`src/rtl/core/nand_command_sequencer_defines.svh`:
```
// Assertion macros shared by the NAND command sequencer RTL.
`ifndef NAND_COMMAND_SEQUENCER_DEFINES_SVH
`define NAND_COMMAND_SEQUENCER_DEFINES_SVH

`ifndef SYNTHESIS
// Check a property on every rising clock edge outside reset.
`define NSEQ_ASSERT(lbl, clk, rstn, prop) \
  lbl: assert property (@(posedge clk) disable iff (!rstn) prop) \
    else $error("nseq: assertion failed");
// Check that an expression never holds outside reset.
`define NSEQ_ASSERT_NEVER(lbl, clk, rstn, expr) \
  `NSEQ_ASSERT(lbl, clk, rstn, !(expr))
`else
`define NSEQ_ASSERT(lbl, clk, rstn, prop)
`define NSEQ_ASSERT_NEVER(lbl, clk, rstn, expr)
`endif

`endif

```
`src/rtl/core/nseq_pkg.sv`:
```
// Types, codes and constants of the NAND command sequencer.
package nseq_pkg;

  // Row address width on the bus
  localparam int unsigned ROW_BITS = 24;
  localparam logic [23:0] ROW_MASK = 24'((64'd1 << ROW_BITS) - 64'd1);

  // Descriptor queue between front and back
  localparam int unsigned QDEPTH = 4;
  localparam int unsigned QPTR_W = $clog2(QDEPTH);
  localparam int unsigned QCNT_W = $clog2(QDEPTH + 1);

  // Configuration register indexes
  localparam logic [3:0] CFG_PAGE_LIMIT      = 4'd0;
  localparam logic [3:0] CFG_PAGES_PER_BLOCK = 4'd1;

  localparam logic [24:0] PAGE_LIMIT_RST      = 25'd65536;
  localparam logic [8:0]  PAGES_PER_BLOCK_RST = 9'd64;

  // NAND command bytes
  localparam logic [7:0] CMD_READ_1ST  = 8'h00;
  localparam logic [7:0] CMD_READ_2ND  = 8'h30;
  localparam logic [7:0] CMD_PROG_1ST  = 8'h80;
  localparam logic [7:0] CMD_PROG_2ND  = 8'h10;
  localparam logic [7:0] CMD_ERASE_1ST = 8'h60;
  localparam logic [7:0] CMD_ERASE_2ND = 8'hD0;
  localparam logic [7:0] CMD_STATUS    = 8'h70;
  localparam logic [7:0] CMD_READ_ID   = 8'h90;
  localparam logic [7:0] CMD_CB_READ   = 8'h35;
  localparam logic [7:0] CMD_CB_PROG   = 8'h85;
  localparam logic [7:0] ID_ADDR       = 8'h00;

  typedef enum logic [3:0] {
    OP_READ          = 4'd0,
    OP_PROG_START    = 4'd1,
    OP_DATA_WRITE    = 4'd2,
    OP_DATA_READ     = 4'd3,
    OP_ERASE         = 4'd4,
    OP_STATUS        = 4'd5,
    OP_READ_ID       = 4'd6,
    OP_COPYBACK      = 4'd7,
    OP_COPYBACK_OPEN = 4'd8
  } op_e;

  typedef enum logic [2:0] {
    KIND_CMD  = 3'd0,
    KIND_ADDR = 3'd1,
    KIND_WR   = 3'd2,
    KIND_RD   = 3'd3,
    KIND_ERR  = 3'd4
  } kind_e;

  typedef struct packed {
    logic [3:0]  opcode;
    logic [23:0] page;
    logic [23:0] dest_page;
    logic [11:0] column;
    logic [7:0]  data_byte;
    logic        last_data;
  } in_t;

  typedef struct packed {
    logic [2:0] cycle_kind;
    logic [7:0] bus_byte;
    logic       last;
  } out_t;

  typedef struct packed {
    logic [24:0] page_limit;
    logic [8:0]  pages_per_block;
  } cfg_t;

  // Classified request handed from front to back
  typedef struct packed {
    op_e         op;
    logic        err;
    logic [23:0] page;
    logic [23:0] dest_page;
    logic [11:0] column;
    logic [7:0]  data_byte;
    logic        last_data;
    logic [23:0] erase_row;
  } desc_t;

endpackage

```
`src/rtl/core/nseq_front.sv`:
```
// Front end: accepts requests, forms the erase row and checks page range.
module nseq_front import nseq_pkg::*; (
  input  logic  clk_i,
  input  logic  rst_ni,
  input  cfg_t  cfg_i,
  input  logic  push,
  output logic  full,
  input  in_t   req_i,
  output logic  q_push_o,
  input  logic  q_full_i,
  output desc_t q_desc_o
);

  logic        stg_valid_q, stg_valid_d;
  in_t         stg_q;
  logic [32:0] prod_q;
  logic        accept;
  logic        used;
  logic        advance;
  logic        page_ok, dest_ok, row_ok;

  assign accept = push && !full;

  // Classify the staged request
  always_comb begin
    page_ok = {1'b0, stg_q.page} < cfg_i.page_limit;
    dest_ok = {1'b0, stg_q.dest_page} < cfg_i.page_limit;
    row_ok  = prod_q < {8'd0, cfg_i.page_limit};
    used    = 1'b1;
    q_desc_o.err = 1'b0;
    case (stg_q.opcode)
      OP_READ, OP_PROG_START:        q_desc_o.err = !page_ok;
      OP_ERASE:                      q_desc_o.err = !row_ok;
      OP_COPYBACK, OP_COPYBACK_OPEN: q_desc_o.err = !(page_ok && dest_ok);
      OP_DATA_WRITE, OP_DATA_READ, OP_STATUS, OP_READ_ID: q_desc_o.err = 1'b0;
      default:                       used = 1'b0;
    endcase
    q_desc_o.op        = op_e'(stg_q.opcode);
    q_desc_o.page      = stg_q.page;
    q_desc_o.dest_page = stg_q.dest_page;
    q_desc_o.column    = stg_q.column;
    q_desc_o.data_byte = stg_q.data_byte;
    q_desc_o.last_data = stg_q.last_data;
    q_desc_o.erase_row = prod_q[23:0] & ROW_MASK;
  end

  // Drop unused opcodes, otherwise move into the queue when it has room
  assign advance  = stg_valid_q && (!used || !q_full_i);
  assign q_push_o = stg_valid_q && used && !q_full_i;
  assign full     = stg_valid_q && !advance;

  always_comb begin
    stg_valid_d = stg_valid_q;
    if (accept) begin
      stg_valid_d = 1'b1;
    end else if (advance) begin
      stg_valid_d = 1'b0;
    end
  end

  always_ff @(posedge clk_i or negedge rst_ni) begin
    if (!rst_ni) begin
      stg_valid_q <= 1'b0;
    end else begin
      stg_valid_q <= stg_valid_d;
    end
  end

  // Capture the request and the block-to-row product
  always_ff @(posedge clk_i) begin
    if (accept) begin
      stg_q  <= req_i;
      prod_q <= req_i.page * cfg_i.pages_per_block;
    end
  end

endmodule

```
`src/rtl/core/nseq_fifo.sv`:
```
// Short descriptor queue between front and back.
`include "nand_command_sequencer_defines.svh"
module nseq_fifo import nseq_pkg::*; (
  input  logic  clk_i,
  input  logic  rst_ni,
  input  logic  push_i,
  input  desc_t push_desc_i,
  output logic  full_o,
  input  logic  pop_i,
  output desc_t head_o,
  output logic  empty_o
);

  desc_t             mem_q [QDEPTH];
  logic [QPTR_W-1:0] wr_ptr_q, rd_ptr_q;
  logic [QCNT_W-1:0] count_q;

  assign full_o  = count_q == QCNT_W'(QDEPTH);
  assign empty_o = count_q == '0;
  assign head_o  = mem_q[rd_ptr_q];

  // Advance pointers and fill count
  always_ff @(posedge clk_i or negedge rst_ni) begin
    if (!rst_ni) begin
      wr_ptr_q <= '0;
      rd_ptr_q <= '0;
      count_q  <= '0;
    end else begin
      if (push_i) begin
        wr_ptr_q <= (wr_ptr_q == QPTR_W'(QDEPTH - 1)) ? '0 : wr_ptr_q + 1'b1;
      end
      if (pop_i) begin
        rd_ptr_q <= (rd_ptr_q == QPTR_W'(QDEPTH - 1)) ? '0 : rd_ptr_q + 1'b1;
      end
      if (push_i && !pop_i) begin
        count_q <= count_q + 1'b1;
      end else if (pop_i && !push_i) begin
        count_q <= count_q - 1'b1;
      end
    end
  end

  // Store the pushed descriptor
  always_ff @(posedge clk_i) begin
    if (push_i) begin
      mem_q[wr_ptr_q] <= push_desc_i;
    end
  end

  `NSEQ_ASSERT_NEVER(a_no_push_full, clk_i, rst_ni, push_i && full_o)
  `NSEQ_ASSERT_NEVER(a_no_pop_empty, clk_i, rst_ni, pop_i && empty_o)

endmodule

```
`src/rtl/core/nseq_back.sv`:
```
// Back end: steps through the bus cycles of each queued request.
`include "nand_command_sequencer_defines.svh"
module nseq_back import nseq_pkg::*; (
  input  logic  clk_i,
  input  logic  rst_ni,
  input  desc_t head_i,
  input  logic  head_empty_i,
  output logic  head_pop_o,
  output logic  empty,
  input  logic  pop,
  output out_t  rsp_o
);

  logic [3:0] step_q, step_d;
  logic       out_valid_q, out_valid_d;
  out_t       out_q;
  out_t       cur;
  logic [3:0] seq_len;
  logic       is_last;
  logic       emit;

  // Pick one address byte: column low, column high, row low, mid, high
  function automatic logic [7:0] addr_byte(logic [23:0] row, logic [11:0] col,
                                           logic [2:0] idx);
    logic [23:0] r;
    logic [7:0]  b;
    r = row & ROW_MASK;
    case (idx)
      3'd0:    b = col[7:0];
      3'd1:    b = {4'h0, col[11:8]};
      3'd2:    b = r[7:0];
      3'd3:    b = r[15:8];
      default: b = r[23:16];
    endcase
    return b;
  endfunction

  // Number of bus cycles of a request
  function automatic logic [3:0] len_of(desc_t d);
    logic [3:0] n;
    case (d.op)
      OP_READ:          n = 4'd7;
      OP_PROG_START:    n = 4'd6;
      OP_DATA_WRITE:    n = d.last_data ? 4'd2 : 4'd1;
      OP_DATA_READ:     n = 4'd1;
      OP_ERASE:         n = 4'd5;
      OP_STATUS:        n = 4'd2;
      OP_READ_ID:       n = 4'd6;
      OP_COPYBACK:      n = 4'd14;
      OP_COPYBACK_OPEN: n = 4'd13;
      default:          n = 4'd1;
    endcase
    if (d.err) begin
      n = 4'd1;
    end
    return n;
  endfunction

  // Bus cycle at a given step of a request
  function automatic out_t cycle_of(desc_t d, logic [3:0] s);
    out_t o;
    o.cycle_kind = KIND_RD;
    o.bus_byte   = 8'h00;
    o.last       = 1'b0;
    case (d.op)
      OP_READ: begin
        if (s == 4'd0) begin
          o.cycle_kind = KIND_CMD; o.bus_byte = CMD_READ_1ST;
        end else if (s == 4'd6) begin
          o.cycle_kind = KIND_CMD; o.bus_byte = CMD_READ_2ND;
        end else begin
          o.cycle_kind = KIND_ADDR;
          o.bus_byte   = addr_byte(d.page, d.column, 3'(s - 4'd1));
        end
      end
      OP_PROG_START: begin
        if (s == 4'd0) begin
          o.cycle_kind = KIND_CMD; o.bus_byte = CMD_PROG_1ST;
        end else begin
          o.cycle_kind = KIND_ADDR;
          o.bus_byte   = addr_byte(d.page, d.column, 3'(s - 4'd1));
        end
      end
      OP_DATA_WRITE: begin
        if (s == 4'd0) begin
          o.cycle_kind = KIND_WR; o.bus_byte = d.data_byte;
        end else begin
          o.cycle_kind = KIND_CMD; o.bus_byte = CMD_PROG_2ND;
        end
      end
      OP_ERASE: begin
        if (s == 4'd0) begin
          o.cycle_kind = KIND_CMD; o.bus_byte = CMD_ERASE_1ST;
        end else if (s == 4'd4) begin
          o.cycle_kind = KIND_CMD; o.bus_byte = CMD_ERASE_2ND;
        end else begin
          o.cycle_kind = KIND_ADDR;
          o.bus_byte   = addr_byte(d.erase_row, 12'd0, 3'(s + 4'd1));
        end
      end
      OP_STATUS: begin
        if (s == 4'd0) begin
          o.cycle_kind = KIND_CMD; o.bus_byte = CMD_STATUS;
        end
      end
      OP_READ_ID: begin
        if (s == 4'd0) begin
          o.cycle_kind = KIND_CMD; o.bus_byte = CMD_READ_ID;
        end else if (s == 4'd1) begin
          o.cycle_kind = KIND_ADDR; o.bus_byte = ID_ADDR;
        end
      end
      OP_COPYBACK, OP_COPYBACK_OPEN: begin
        if (s == 4'd0) begin
          o.cycle_kind = KIND_CMD; o.bus_byte = CMD_READ_1ST;
        end else if (s <= 4'd5) begin
          o.cycle_kind = KIND_ADDR;
          o.bus_byte   = addr_byte(d.page, 12'd0, 3'(s - 4'd1));
        end else if (s == 4'd6) begin
          o.cycle_kind = KIND_CMD; o.bus_byte = CMD_CB_READ;
        end else if (s == 4'd7) begin
          o.cycle_kind = KIND_CMD; o.bus_byte = CMD_CB_PROG;
        end else if (s <= 4'd12) begin
          o.cycle_kind = KIND_ADDR;
          o.bus_byte   = addr_byte(d.dest_page, 12'd0, 3'(s - 4'd8));
        end else begin
          o.cycle_kind = KIND_CMD; o.bus_byte = CMD_PROG_2ND;
        end
      end
      default: begin
        o.cycle_kind = KIND_RD;
      end
    endcase
    if (d.err) begin
      o.cycle_kind = KIND_ERR;
      o.bus_byte   = 8'h00;
    end
    return o;
  endfunction

  assign seq_len    = len_of(head_i);
  assign is_last    = step_q == seq_len - 4'd1;
  assign emit       = !head_empty_i && (!out_valid_q || pop);
  assign head_pop_o = emit && is_last;
  assign empty      = !out_valid_q;
  assign rsp_o      = out_q;

  // Form the current bus cycle
  always_comb begin
    cur      = cycle_of(head_i, step_q);
    cur.last = is_last;
  end

  // Advance the step and the output register
  always_comb begin
    step_d      = step_q;
    out_valid_d = out_valid_q;
    if (emit) begin
      step_d      = is_last ? 4'd0 : step_q + 4'd1;
      out_valid_d = 1'b1;
    end else if (pop) begin
      out_valid_d = 1'b0;
    end
  end

  always_ff @(posedge clk_i or negedge rst_ni) begin
    if (!rst_ni) begin
      step_q      <= 4'd0;
      out_valid_q <= 1'b0;
    end else begin
      step_q      <= step_d;
      out_valid_q <= out_valid_d;
    end
  end

  always_ff @(posedge clk_i) begin
    if (emit) begin
      out_q <= cur;
    end
  end

  `NSEQ_ASSERT_NEVER(a_step_in_range, clk_i, rst_ni, !head_empty_i && step_q >= seq_len)
  `NSEQ_ASSERT_NEVER(a_step_idle_zero, clk_i, rst_ni, head_empty_i && step_q != 4'd0)

endmodule

```
`src/rtl/core/nand_command_sequencer.sv`:
```
// Top level of the NAND command sequencer.
//
//   channel   direction  handshake         payload
//   request   in         push / full       req_i  (in_t)
//   bus cycle out        empty / pop       rsp_o  (out_t)
//   config    in         cfg_we_i          cfg_idx_i, cfg_wdata_i
//
// A request enters through the front stage; the back end sends one bus cycle
// per clock while the queue holds a request and pop keeps the output free, and
// a request has 1 to 14 bus cycles, set by the step counter of the back end.
// The first bus cycle passes the front stage, the queue and the output register.
// Reset empties the stage, queue and output register and sets page_limit to
// 65536 and pages_per_block to 64. Pop low holds the output; the back end
// then stops, the queue fills and full rises.
module nand_command_sequencer import nseq_pkg::*; (
  input  logic        clk_i,
  input  logic        rst_ni,
  input  logic        push,
  output logic        full,
  input  in_t         req_i,
  output logic        empty,
  input  logic        pop,
  output out_t        rsp_o,
  input  logic        cfg_we_i,
  input  logic [3:0]  cfg_idx_i,
  input  logic [24:0] cfg_wdata_i
);

  cfg_t  cfg_q;
  desc_t q_in, q_head;
  logic  q_push, q_full, q_pop, q_empty;

  // Hold configuration registers
  always_ff @(posedge clk_i or negedge rst_ni) begin
    if (!rst_ni) begin
      cfg_q.page_limit      <= PAGE_LIMIT_RST;
      cfg_q.pages_per_block <= PAGES_PER_BLOCK_RST;
    end else if (cfg_we_i) begin
      case (cfg_idx_i)
        CFG_PAGE_LIMIT:      cfg_q.page_limit      <= cfg_wdata_i;
        CFG_PAGES_PER_BLOCK: cfg_q.pages_per_block <= cfg_wdata_i[8:0];
        default:             cfg_q                 <= cfg_q;
      endcase
    end
  end

  nseq_front u_front (
    .clk_i    (clk_i),
    .rst_ni   (rst_ni),
    .cfg_i    (cfg_q),
    .push     (push),
    .full     (full),
    .req_i    (req_i),
    .q_push_o (q_push),
    .q_full_i (q_full),
    .q_desc_o (q_in)
  );

  nseq_fifo u_fifo (
    .clk_i       (clk_i),
    .rst_ni      (rst_ni),
    .push_i      (q_push),
    .push_desc_i (q_in),
    .full_o      (q_full),
    .pop_i       (q_pop),
    .head_o      (q_head),
    .empty_o     (q_empty)
  );

  nseq_back u_back (
    .clk_i        (clk_i),
    .rst_ni       (rst_ni),
    .head_i       (q_head),
    .head_empty_i (q_empty),
    .head_pop_o   (q_pop),
    .empty        (empty),
    .pop          (pop),
    .rsp_o        (rsp_o)
  );

endmodule

```
`config.mk`:
```
export PLATFORM = sky130hd
export DESIGN_NAME = nand_command_sequencer
export DESIGN_NICKNAME = d
export VERILOG_FILES = /design/src/rtl/core/nseq_pkg.sv /design/src/rtl/core/nseq_front.sv /design/src/rtl/core/nseq_fifo.sv /design/src/rtl/core/nseq_back.sv /design/src/rtl/core/nand_command_sequencer.sv
export VERILOG_INCLUDE_DIRS = /design/src /design/src/rtl/core
export SDC_FILE = /design/constraint.sdc
export NUM_CORES = 1
export LEC_CHECK = 0
export ABC_AREA = 1
export BUFFER_PORTS_ARGS = -buffer_cell sky130_fd_sc_hd__buf_2
export CAP_MARGIN = 15
export CORE_UTILIZATION = 47
export DETAILED_ROUTE_END_ITERATION = 10
export PLACE_DENSITY = 0.66
export SLEW_MARGIN = 20
export SYNTH_ARGS = -nofsm -noshare
export SYNTH_HDL_FRONTEND = slang
export SYNTH_SLANG_ARGS = --single-unit
```
`constraint.sdc`:
```
create_clock -name clk_i -period 6.3 [get_ports clk_i]
set_input_delay 0.63 -clock clk_i [delete_from_list [all_inputs] [get_ports clk_i]]
set_output_delay 0.63 -clock clk_i [all_outputs]
set_load 0.01 [all_outputs]
```
* Word level (Yosys, flattened, before mapping) *
Memory sizes are Yosys's and may differ from the RTL's.
Cells that the tools add are included.

cells by class
  add/subtract/negate cells = 8
  multiply operators = 1
  $lt $le $gt $ge = 5
  eq/ne operators = 33
  mux-type cells = 36
  reductions and logical operators = 44

operators with widths
  kind                 count
  $pmux 8 s3           3
  $pmux 8 s7           1
  $mux 11              5
  $lt 24x25->1         2
  $mux 9               5
  $eq 4x3->1 const B   11
  $mux 10              4
  $lt 33x25->1         1
  $mul 24x9->33        1
  $pmux 8 s4           1
  $pmux 4 s7           1
  $pmux 3 s7           1
  $eq 3x2->1 const B   6
  $eq 4x1->1 const B   4
  $logic_not 4->1      4
  $reduce_or 2->1      7
  $eq 4x2->1 const B   3
  $logic_not 3->1      4
  $logic_not 1->1      11
  $logic_and 1x1->1    10
  $eq 3x1->1 const B   3
  $reduce_or 9->1      1
  $sub 3x1->3 const B  3
  $eq 4x4->1 const B   2
  other kinds (17)     33

word-level totals
  register bits after elaboration = 165
  RAM bits = 392
  output and inout bits = 14
  word-level logic and storage cells = 146
  memories = 1

memory list
  memory        depth  width  rd ports  clocked after Yosys merged registers in  write ports  RTL line         source
  u_fifo.mem_q  4      98     1         0                                        1            nseq_fifo.sv:14  desc_t mem_q [QDEPTH];

* Longest topological paths before layout *
  word-level depth = 11
  depth in mapped cells = 25

* By module *
Synthesis repeated with hierarchy kept, for this count alone.

unflattened totals
  cells, all modules = 3,219
  area, all modules = 32,312.2 um2

by module, submodules not included
  module                  instances  cells an instance  area an instance (um2)  seq. area each (um2)
  nseq_fifo               1          1,195              16,072.9                11,946.5
  nseq_front              1          1,487              12,485.7                3,208.1
  nseq_back               1          381                2,285.9                 485.5
  nand_command_sequencer  1          156                1,467.7                 853.3

* Worst setup path before layout *
No wires, ideal clock.

  path kind = reg-to-reg
  from = reg u_front.stg_q, in the netlist u_front.q_desc_o[95]
  to = mem u_fifo.mem_q[0][0] (netlist bit) (enable)
  setup time = 0.556 ns
  data arrival time = 5.286 ns
  required time = 5.744 ns
  slack = 0.459 ns
  stages on the path, launching flop included = 8
  path buffers = 0
  cell sequence = edfxtp_1 -> nor2_1 -> inv_1 -> o21ai_0 -> nand2_1 -> nor2_1 -> inv_1 -> nor2_1

between the ends
  cells in the longest elaborated chain, start to end = 7
  elaborated cells between the ends (all ways) = 15
  those cells by class = eq/ne (8); mux (3); reduce/logical (4)

RTL lines
  item                                      RTL line                      source
  start: declaration                        nseq_front.sv:15              in_t stg_q;
  start signal: assignment                  nseq_front.sv:72              stg_q <= req_i;
  $eq 4x1->1, or another cell as far along  nseq_front.sv:31              case (stg_q.opcode)
  $reduce_or 9->1 (no source line) (*)      -
  $mux 1 (*)                                nseq_front.sv:31
  $logic_and 1x1->1 (*) (2 in a row)        nseq_front.sv:49              assign q_push_o = stg_valid_q && used && !q_full_i;
  net q_push                                nand_command_sequencer.sv:31  logic q_push, q_full, q_pop, q_empty;
  $mux 1 (*)                                nseq_fifo.sv:45               if (push_i) begin
  $mux 1 (not written as such) (*)          nseq_fifo.sv:46               mem_q[wr_ptr_q] <= push_desc_i;
  end: declaration                          nseq_fifo.sv:14

Mark *: on every way through the listed nets, which the timed path passes. The rest lies on a longest branch.

* Worst setup path in the final report *
  from = reg cfg_q[4] (netlist bit)
  to = reg u_front.prod_q[25], data pin

between the ends
  cells in the longest elaborated chain, start to end = 1

RTL lines
  item                      RTL line                      source
  start: declaration        nand_command_sequencer.sv:29  cfg_t cfg_q;
  start signal: assignment  nand_command_sequencer.sv:42  default: cfg_q <= cfg_q;
  $mul 24x9->33             nseq_front.sv:73              prod_q <= req_i.page * cfg_i.pages_per_block;
  end signal: assignment    nseq_front.sv:73
  end: declaration          nseq_front.sv:16              logic [32:0] prod_q;

Every way passes these cells.
A chain may end at the register's enable or synchronous reset.

==> report_table.html <==
<table>
<tr><th>Metric</th><th>Value</th></tr>
<tr><th colspan="2">STA</th></tr>
<tr><td>Period Utilization, post-route</td><td>0.862</td></tr>
<tr><td>Slew at the pin closest to its max-slew limit</td><td>1.13 ns</td></tr>
<tr><td>Slew headroom</td><td>0.246</td></tr>
<tr><td>Final setup margin</td><td>0.868 ns</td></tr>
<tr><td>Pins over their slew limit</td><td>0</td></tr>
<tr><td>Fin crit period</td><td>5.43 ns</td></tr>
<tr><td>Post-route clock skew</td><td>0.0111 ns</td></tr>
<tr><td>Setup-failing EPs final</td><td>0</td></tr>
<tr><td>Fin Hold WS</td><td>0.146 ns</td></tr>
<tr><td>Setup repair after global routing missed its margin</td><td>false</td></tr>
<tr><td>Setup total negative slack</td><td>0 ns</td></tr>
<tr><td>Final count of hold timing violations</td><td>0</td></tr>
<tr><td>Highest achievable clock rate</td><td>184 MHz</td></tr>
<tr><th colspan="2">CTS</th></tr>
<tr><td>Clock root buffer</td><td>sky130_fd_sc_hd__clkbuf_16</td></tr>
<tr><td>Quantity of gates resized following cts</td><td>0</td></tr>
<tr><td>Clock latency reported for the late side of the worst-skew pair</td><td>0.62 ns</td></tr>
<tr><td>CTS buffer count</td><td>57</td></tr>
<tr><td>CTS max path bufs</td><td>3</td></tr>
<tr><td>Number of H-tree levels</td><td>2</td></tr>
<tr><td>Sink Count</td><td>557</td></tr>
<tr><td>Cts hold-fix bufs</td><td>0</td></tr>
<tr><td>Post-CTS Setup Inserts</td><td>0</td></tr>
<tr><td>Clock transition at the registers of the reported paths</td><td>0.06 ns</td></tr>
<tr><td>TritonCTS clock tree</td><td>built</td></tr>
<tr><th colspan="2">Cells and area</th></tr>
<tr><td>Total number of nets in the final design</td><td>3,387</td></tr>
<tr><td>Layout overhead on the synthesized area</td><td>10.4%</td></tr>
<tr><td>Antenna Diode Count</td><td>0</td></tr>
<tr><td>Final core utilization</td><td>0.525</td></tr>
<tr><td>Fraction of final layout cells with drive strength greater than 1</td><td>0.0941</td></tr>
<tr><th colspan="2">Logic synthesis</th></tr>
<tr><td>Largest area contributor in the netlist</td><td>sky130_fd_sc_hd__edfxtp_1</td></tr>
<tr><td>Mean Syn Cell Area</td><td>10.5 sq um</td></tr>
<tr><td>Number of distinct library cells after synthesis</td><td>59</td></tr>
<tr><td>Top cells by area in the synthesized netlist</td><td>sky130_fd_sc_hd__edfxtp_1, sky130_fd_sc_hd__fa_1, sky130_fd_sc_hd__nand2_1</td></tr>
<tr><td>Sequential cell area fraction in the yosys report</td><td>0.539</td></tr>
<tr><td>Number of enable flip-flop cells after synthesis</td><td>510</td></tr>
<tr><td>Synthesized area</td><td>30,600 sq um</td></tr>
<tr><td>Portion of synthesized cell area occupied by the leading cell type</td><td>0.501</td></tr>
<tr><td>Number of instances in the synthesized netlist</td><td>2,906</td></tr>
<tr><td>Post-synthesis net count</td><td>3,309</td></tr>
<tr><td>Synth Register Bits</td><td>557</td></tr>
<tr><td>Synth Warn #</td><td>0</td></tr>
<tr><td>Ys async rst share</td><td>0.0844</td></tr>
<tr><td>Top_reg_cell synth</td><td>sky130_fd_sc_hd__edfxtp_1</td></tr>
<tr><th colspan="2">Pwr</th></tr>
<tr><td>IR Drop Worst-Case VDD</td><td>0.000236 V</td></tr>
<tr><td>Leak Pwr</td><td>14.8 nW</td></tr>
<tr><td>Total power divided by cell area</td><td>503 nW/um^2</td></tr>
<tr><th colspan="2">Drt</th></tr>
<tr><td>Routed wire length</td><td>78.0 mm</td></tr>
<tr><td>DRC violation count after routing</td><td>0</td></tr>
<tr><td>Pre-antenna DRT Iters</td><td>7</td></tr>
<tr><td>Average wire per standard cell</td><td>20.1 um</td></tr>
<tr><td>Vias per cell</td><td>5.40</td></tr>
<tr><td>Antenna-violating nets left</td><td>0</td></tr>
<tr><td>Via total after detailed routing</td><td>21,000</td></tr>
<tr><td>Drt initial violations</td><td>1,786</td></tr>
<tr><th colspan="2">Placement</th></tr>
<tr><td>Worst setup slack before clock tree synthesis</td><td>0.869 ns</td></tr>
<tr><td>Detailed-placement wirelength estimate</td><td>55.4 mm</td></tr>
<tr><td>Weighted congestion at the end of routability-driven global placement</td><td>0.897</td></tr>
<tr><td>Count of port buffers added during placement</td><td>120</td></tr>
<tr><th colspan="2">Setup path</th></tr>
<tr><td>Maximum fanout along the worst path</td><td>25</td></tr>
<tr><td>Data arrival time of the worst path</td><td>5.81 ns</td></tr>
<tr><td>Kind of start point of the critical path</td><td>flip-flop</td></tr>
<tr><td>Req. time, crit path</td><td>6.67 ns</td></tr>
<tr><td>Capturing element type of the critical path</td><td>flip-flop</td></tr>
<tr><td>Critical setup path kind</td><td>flip-flop to flip-flop</td></tr>
<tr><th colspan="2">Status</th></tr>
<tr><td>Outcome</td><td>finished, final reports clean</td></tr>
<tr><th colspan="2">Die</th></tr>
<tr><td>Placeable Area</td><td>64,300 sq um</td></tr>
<tr><td>Width of the chip</td><td>257 um</td></tr>
<tr><td>Site Rows</td><td>93</td></tr>
<tr><td>Starting density of the core</td><td>0.475</td></tr>
<tr><td>Die Ht</td><td>257 um</td></tr>
<tr><td>I/O pin count</td><td>121</td></tr>
<tr><td>Die Outline Area</td><td>66,100 sq um</td></tr>
<tr><th colspan="2">Min path</th></tr>
<tr><td>Hold/Removal Path Class</td><td>primary input to asynchronous set/reset pin</td></tr>
<tr><th colspan="2">Global routing</th></tr>
<tr><td>Maximum number of pins on one net before global-route repair</td><td>122</td></tr>
<tr><td>Vias in the first global route</td><td>20,900</td></tr>
<tr><td>Overflow left after global routing</td><td>0</td></tr>
<tr><td>Antenna violations before repair</td><td>0</td></tr>
<tr><td>Overall fraction of global-route tracks in use</td><td>0.238</td></tr>
<tr><td>First-pass GRT wire length</td><td>121 mm</td></tr>
<tr><th colspan="2">Job</th></tr>
<tr><td>Max-capacitance violation count</td><td>0</td></tr>
</table>
## worst max-delay path, cell delays in order, from the launching register on
cell	delay, ns
sky130_fd_sc_hd__dfrtp_1	1.02
sky130_fd_sc_hd__nand2_1	0.17
sky130_fd_sc_hd__fa_1	0.54
sky130_fd_sc_hd__fa_1	0.55
sky130_fd_sc_hd__inv_1	0.05
sky130_fd_sc_hd__fa_1	0.47
sky130_fd_sc_hd__inv_1	0.05
sky130_fd_sc_hd__fa_1	0.47
sky130_fd_sc_hd__inv_1	0.04
sky130_fd_sc_hd__ha_1	0.33
sky130_fd_sc_hd__nand2_1	0.06
sky130_fd_sc_hd__inv_1	0.07
sky130_fd_sc_hd__a21oi_1	0.09
sky130_fd_sc_hd__o21ai_0	0.38
sky130_fd_sc_hd__a21boi_0	0.22
sky130_fd_sc_hd__o21ai_0	0.40
sky130_fd_sc_hd__nand2_1	0.13
sky130_fd_sc_hd__nand3_1	0.09
sky130_fd_sc_hd__nand2_1	0.05
## cell type report
cell class / count / area (sq um)
Clock inverter: 37 / 369
Clock buffer: 68 / 1510
Multi-Input combinational cell: 1781 / 11800
Inverter: 442 / 1670
Tap cell: 855 / 1070
Sequential cell: 557 / 16500
Timing Repair Buffer: 145 / 813
Fill cell: 5607 / 30600
## placed cells by master, fill, tap and decap left out, types with 43 or more instances in the layout
| cell type | synthesis | routed |
|---|---|---|
| sky130_fd_sc_hd__nand2_1 | 612 | 612 |
| sky130_fd_sc_hd__edfxtp_1 | 510 | 510 |
| sky130_fd_sc_hd__buf_2 | 39 | 120 |
| sky130_fd_sc_hd__inv_1 | 428 | 427 |
| sky130_fd_sc_hd__clkbuf_16 | 0 | 59 |
| sky130_fd_sc_hd__o21ai_0 | 168 | 168 |
| sky130_fd_sc_hd__a21oi_1 | 134 | 134 |
| sky130_fd_sc_hd__nand3_1 | 130 | 130 |
| sky130_fd_sc_hd__fa_1 | 156 | 156 |
| sky130_fd_sc_hd__ha_1 | 140 | 140 |
| sky130_fd_sc_hd__dfrtp_1 | 45 | 43 |
| sky130_fd_sc_hd__nor2_1 | 218 | 214 |
## cells by family after synthesis
family | share of synthesized area
AOI/OAI and AO/OA | 0.0784
DFF | 0.539
buffers and inverters | 0.0743
xor gates and xnor gates | 0.00888
adders and majority gates | 0.159
and+or+nand+nor | 0.140
## flip-flops by register name (all words and copies together) (netlist names)
register	cells
u_fifo.mem_q	392
u_fifo.rd_ptr_q	2
u_fifo.wr_ptr_q	2
u_back.rsp_o	12
u_back.out_valid_q	1
cfg_q	34
u_front.prod_q	33
u_fifo.count_q	3
u_front.stg_valid_q	1
u_back.step_q	4
u_front.q_desc_o	73
## per-stage QoR
stage | total power, mW | instances | instance area [sq um]
6_report | 17.0 | 3885 | 33800
5_1_grt | 18.3 | 3885 | 33800
4_1_cts | 17.1 | 3884 | 33700
3_5_place_dp | 13.6 | 3779 | 31900
3_3_place_gp | 13.5 | 3779 | 31900
2_1_floorplan | 11.2 | 2906 | 30600
## Yosys cell counts, types with 4 or more instances
cell,instances
sky130_fd_sc_hd__a21o_1,4
sky130_fd_sc_hd__a21oi_1,134
sky130_fd_sc_hd__a22oi_1,5
sky130_fd_sc_hd__a31oi_1,7
sky130_fd_sc_hd__a32o_1,6
sky130_fd_sc_hd__buf_2,39
sky130_fd_sc_hd__buf_4,12
sky130_fd_sc_hd__buf_6,6
sky130_fd_sc_hd__clkbuf_1,66
sky130_fd_sc_hd__clkinv_1,5
sky130_fd_sc_hd__dfrtp_1,45
sky130_fd_sc_hd__edfxtp_1,510
sky130_fd_sc_hd__fa_1,156
sky130_fd_sc_hd__ha_1,140
sky130_fd_sc_hd__inv_1,428
sky130_fd_sc_hd__inv_2,8
sky130_fd_sc_hd__nand2_1,612
sky130_fd_sc_hd__nand2_2,14
sky130_fd_sc_hd__nand3_1,130
sky130_fd_sc_hd__nand3_2,5
sky130_fd_sc_hd__nand4_1,13
sky130_fd_sc_hd__nor2_1,218
sky130_fd_sc_hd__nor2_2,5
sky130_fd_sc_hd__nor3_1,16
sky130_fd_sc_hd__nor4_1,4
sky130_fd_sc_hd__o211ai_1,8
sky130_fd_sc_hd__o21a_1,5
sky130_fd_sc_hd__o21ai_0,168
sky130_fd_sc_hd__o21ai_1,10
sky130_fd_sc_hd__o221ai_1,9
sky130_fd_sc_hd__o22ai_1,41
sky130_fd_sc_hd__xnor2_1,7
sky130_fd_sc_hd__xor2_1,24
## final timing paths
check,cells past startpoint,startpoint,slack (ns),endpoint
worst min-delay path,2,rst_ni,0.15,u_fifo.rd_ptr_q[0]
worst max register to register,18,cfg_q[4],0.87,u_front.prod_q[25]
worst max-delay path,18,cfg_q[4],0.87,u_front.prod_q[25]
worst min register to register,0,u_front.q_desc_o[33],0.49,u_fifo.mem_q[0][33]
max in group asynchronous,2,rst_ni,5.57,cfg_q[13]
min in group clk_i,1,req_i[32],0.19,u_front.q_desc_o[56]
## power by group
part	switching, mW	internal [mW]	leakage, nW	total (mW)
combinational	5.38	2.66	8.60	8.04
sequential	0.512	5.02	5.28	5.53
clock	1.41	1.99	0.929	3.40
## layer usage
metal | vias up | track usage | part of all wire
met5 | - | 0 | 0
li1 | 9792 | - | -
met4 | 0 | 0.0689 | 0.027
met3 | 102 | 0.0352 | 0.058
met2 | 649 | 0.399 | 0.49
met1 | 10400 | 0.321 | 0.43
Note: power is estimated with default switching activity, not from simulation.
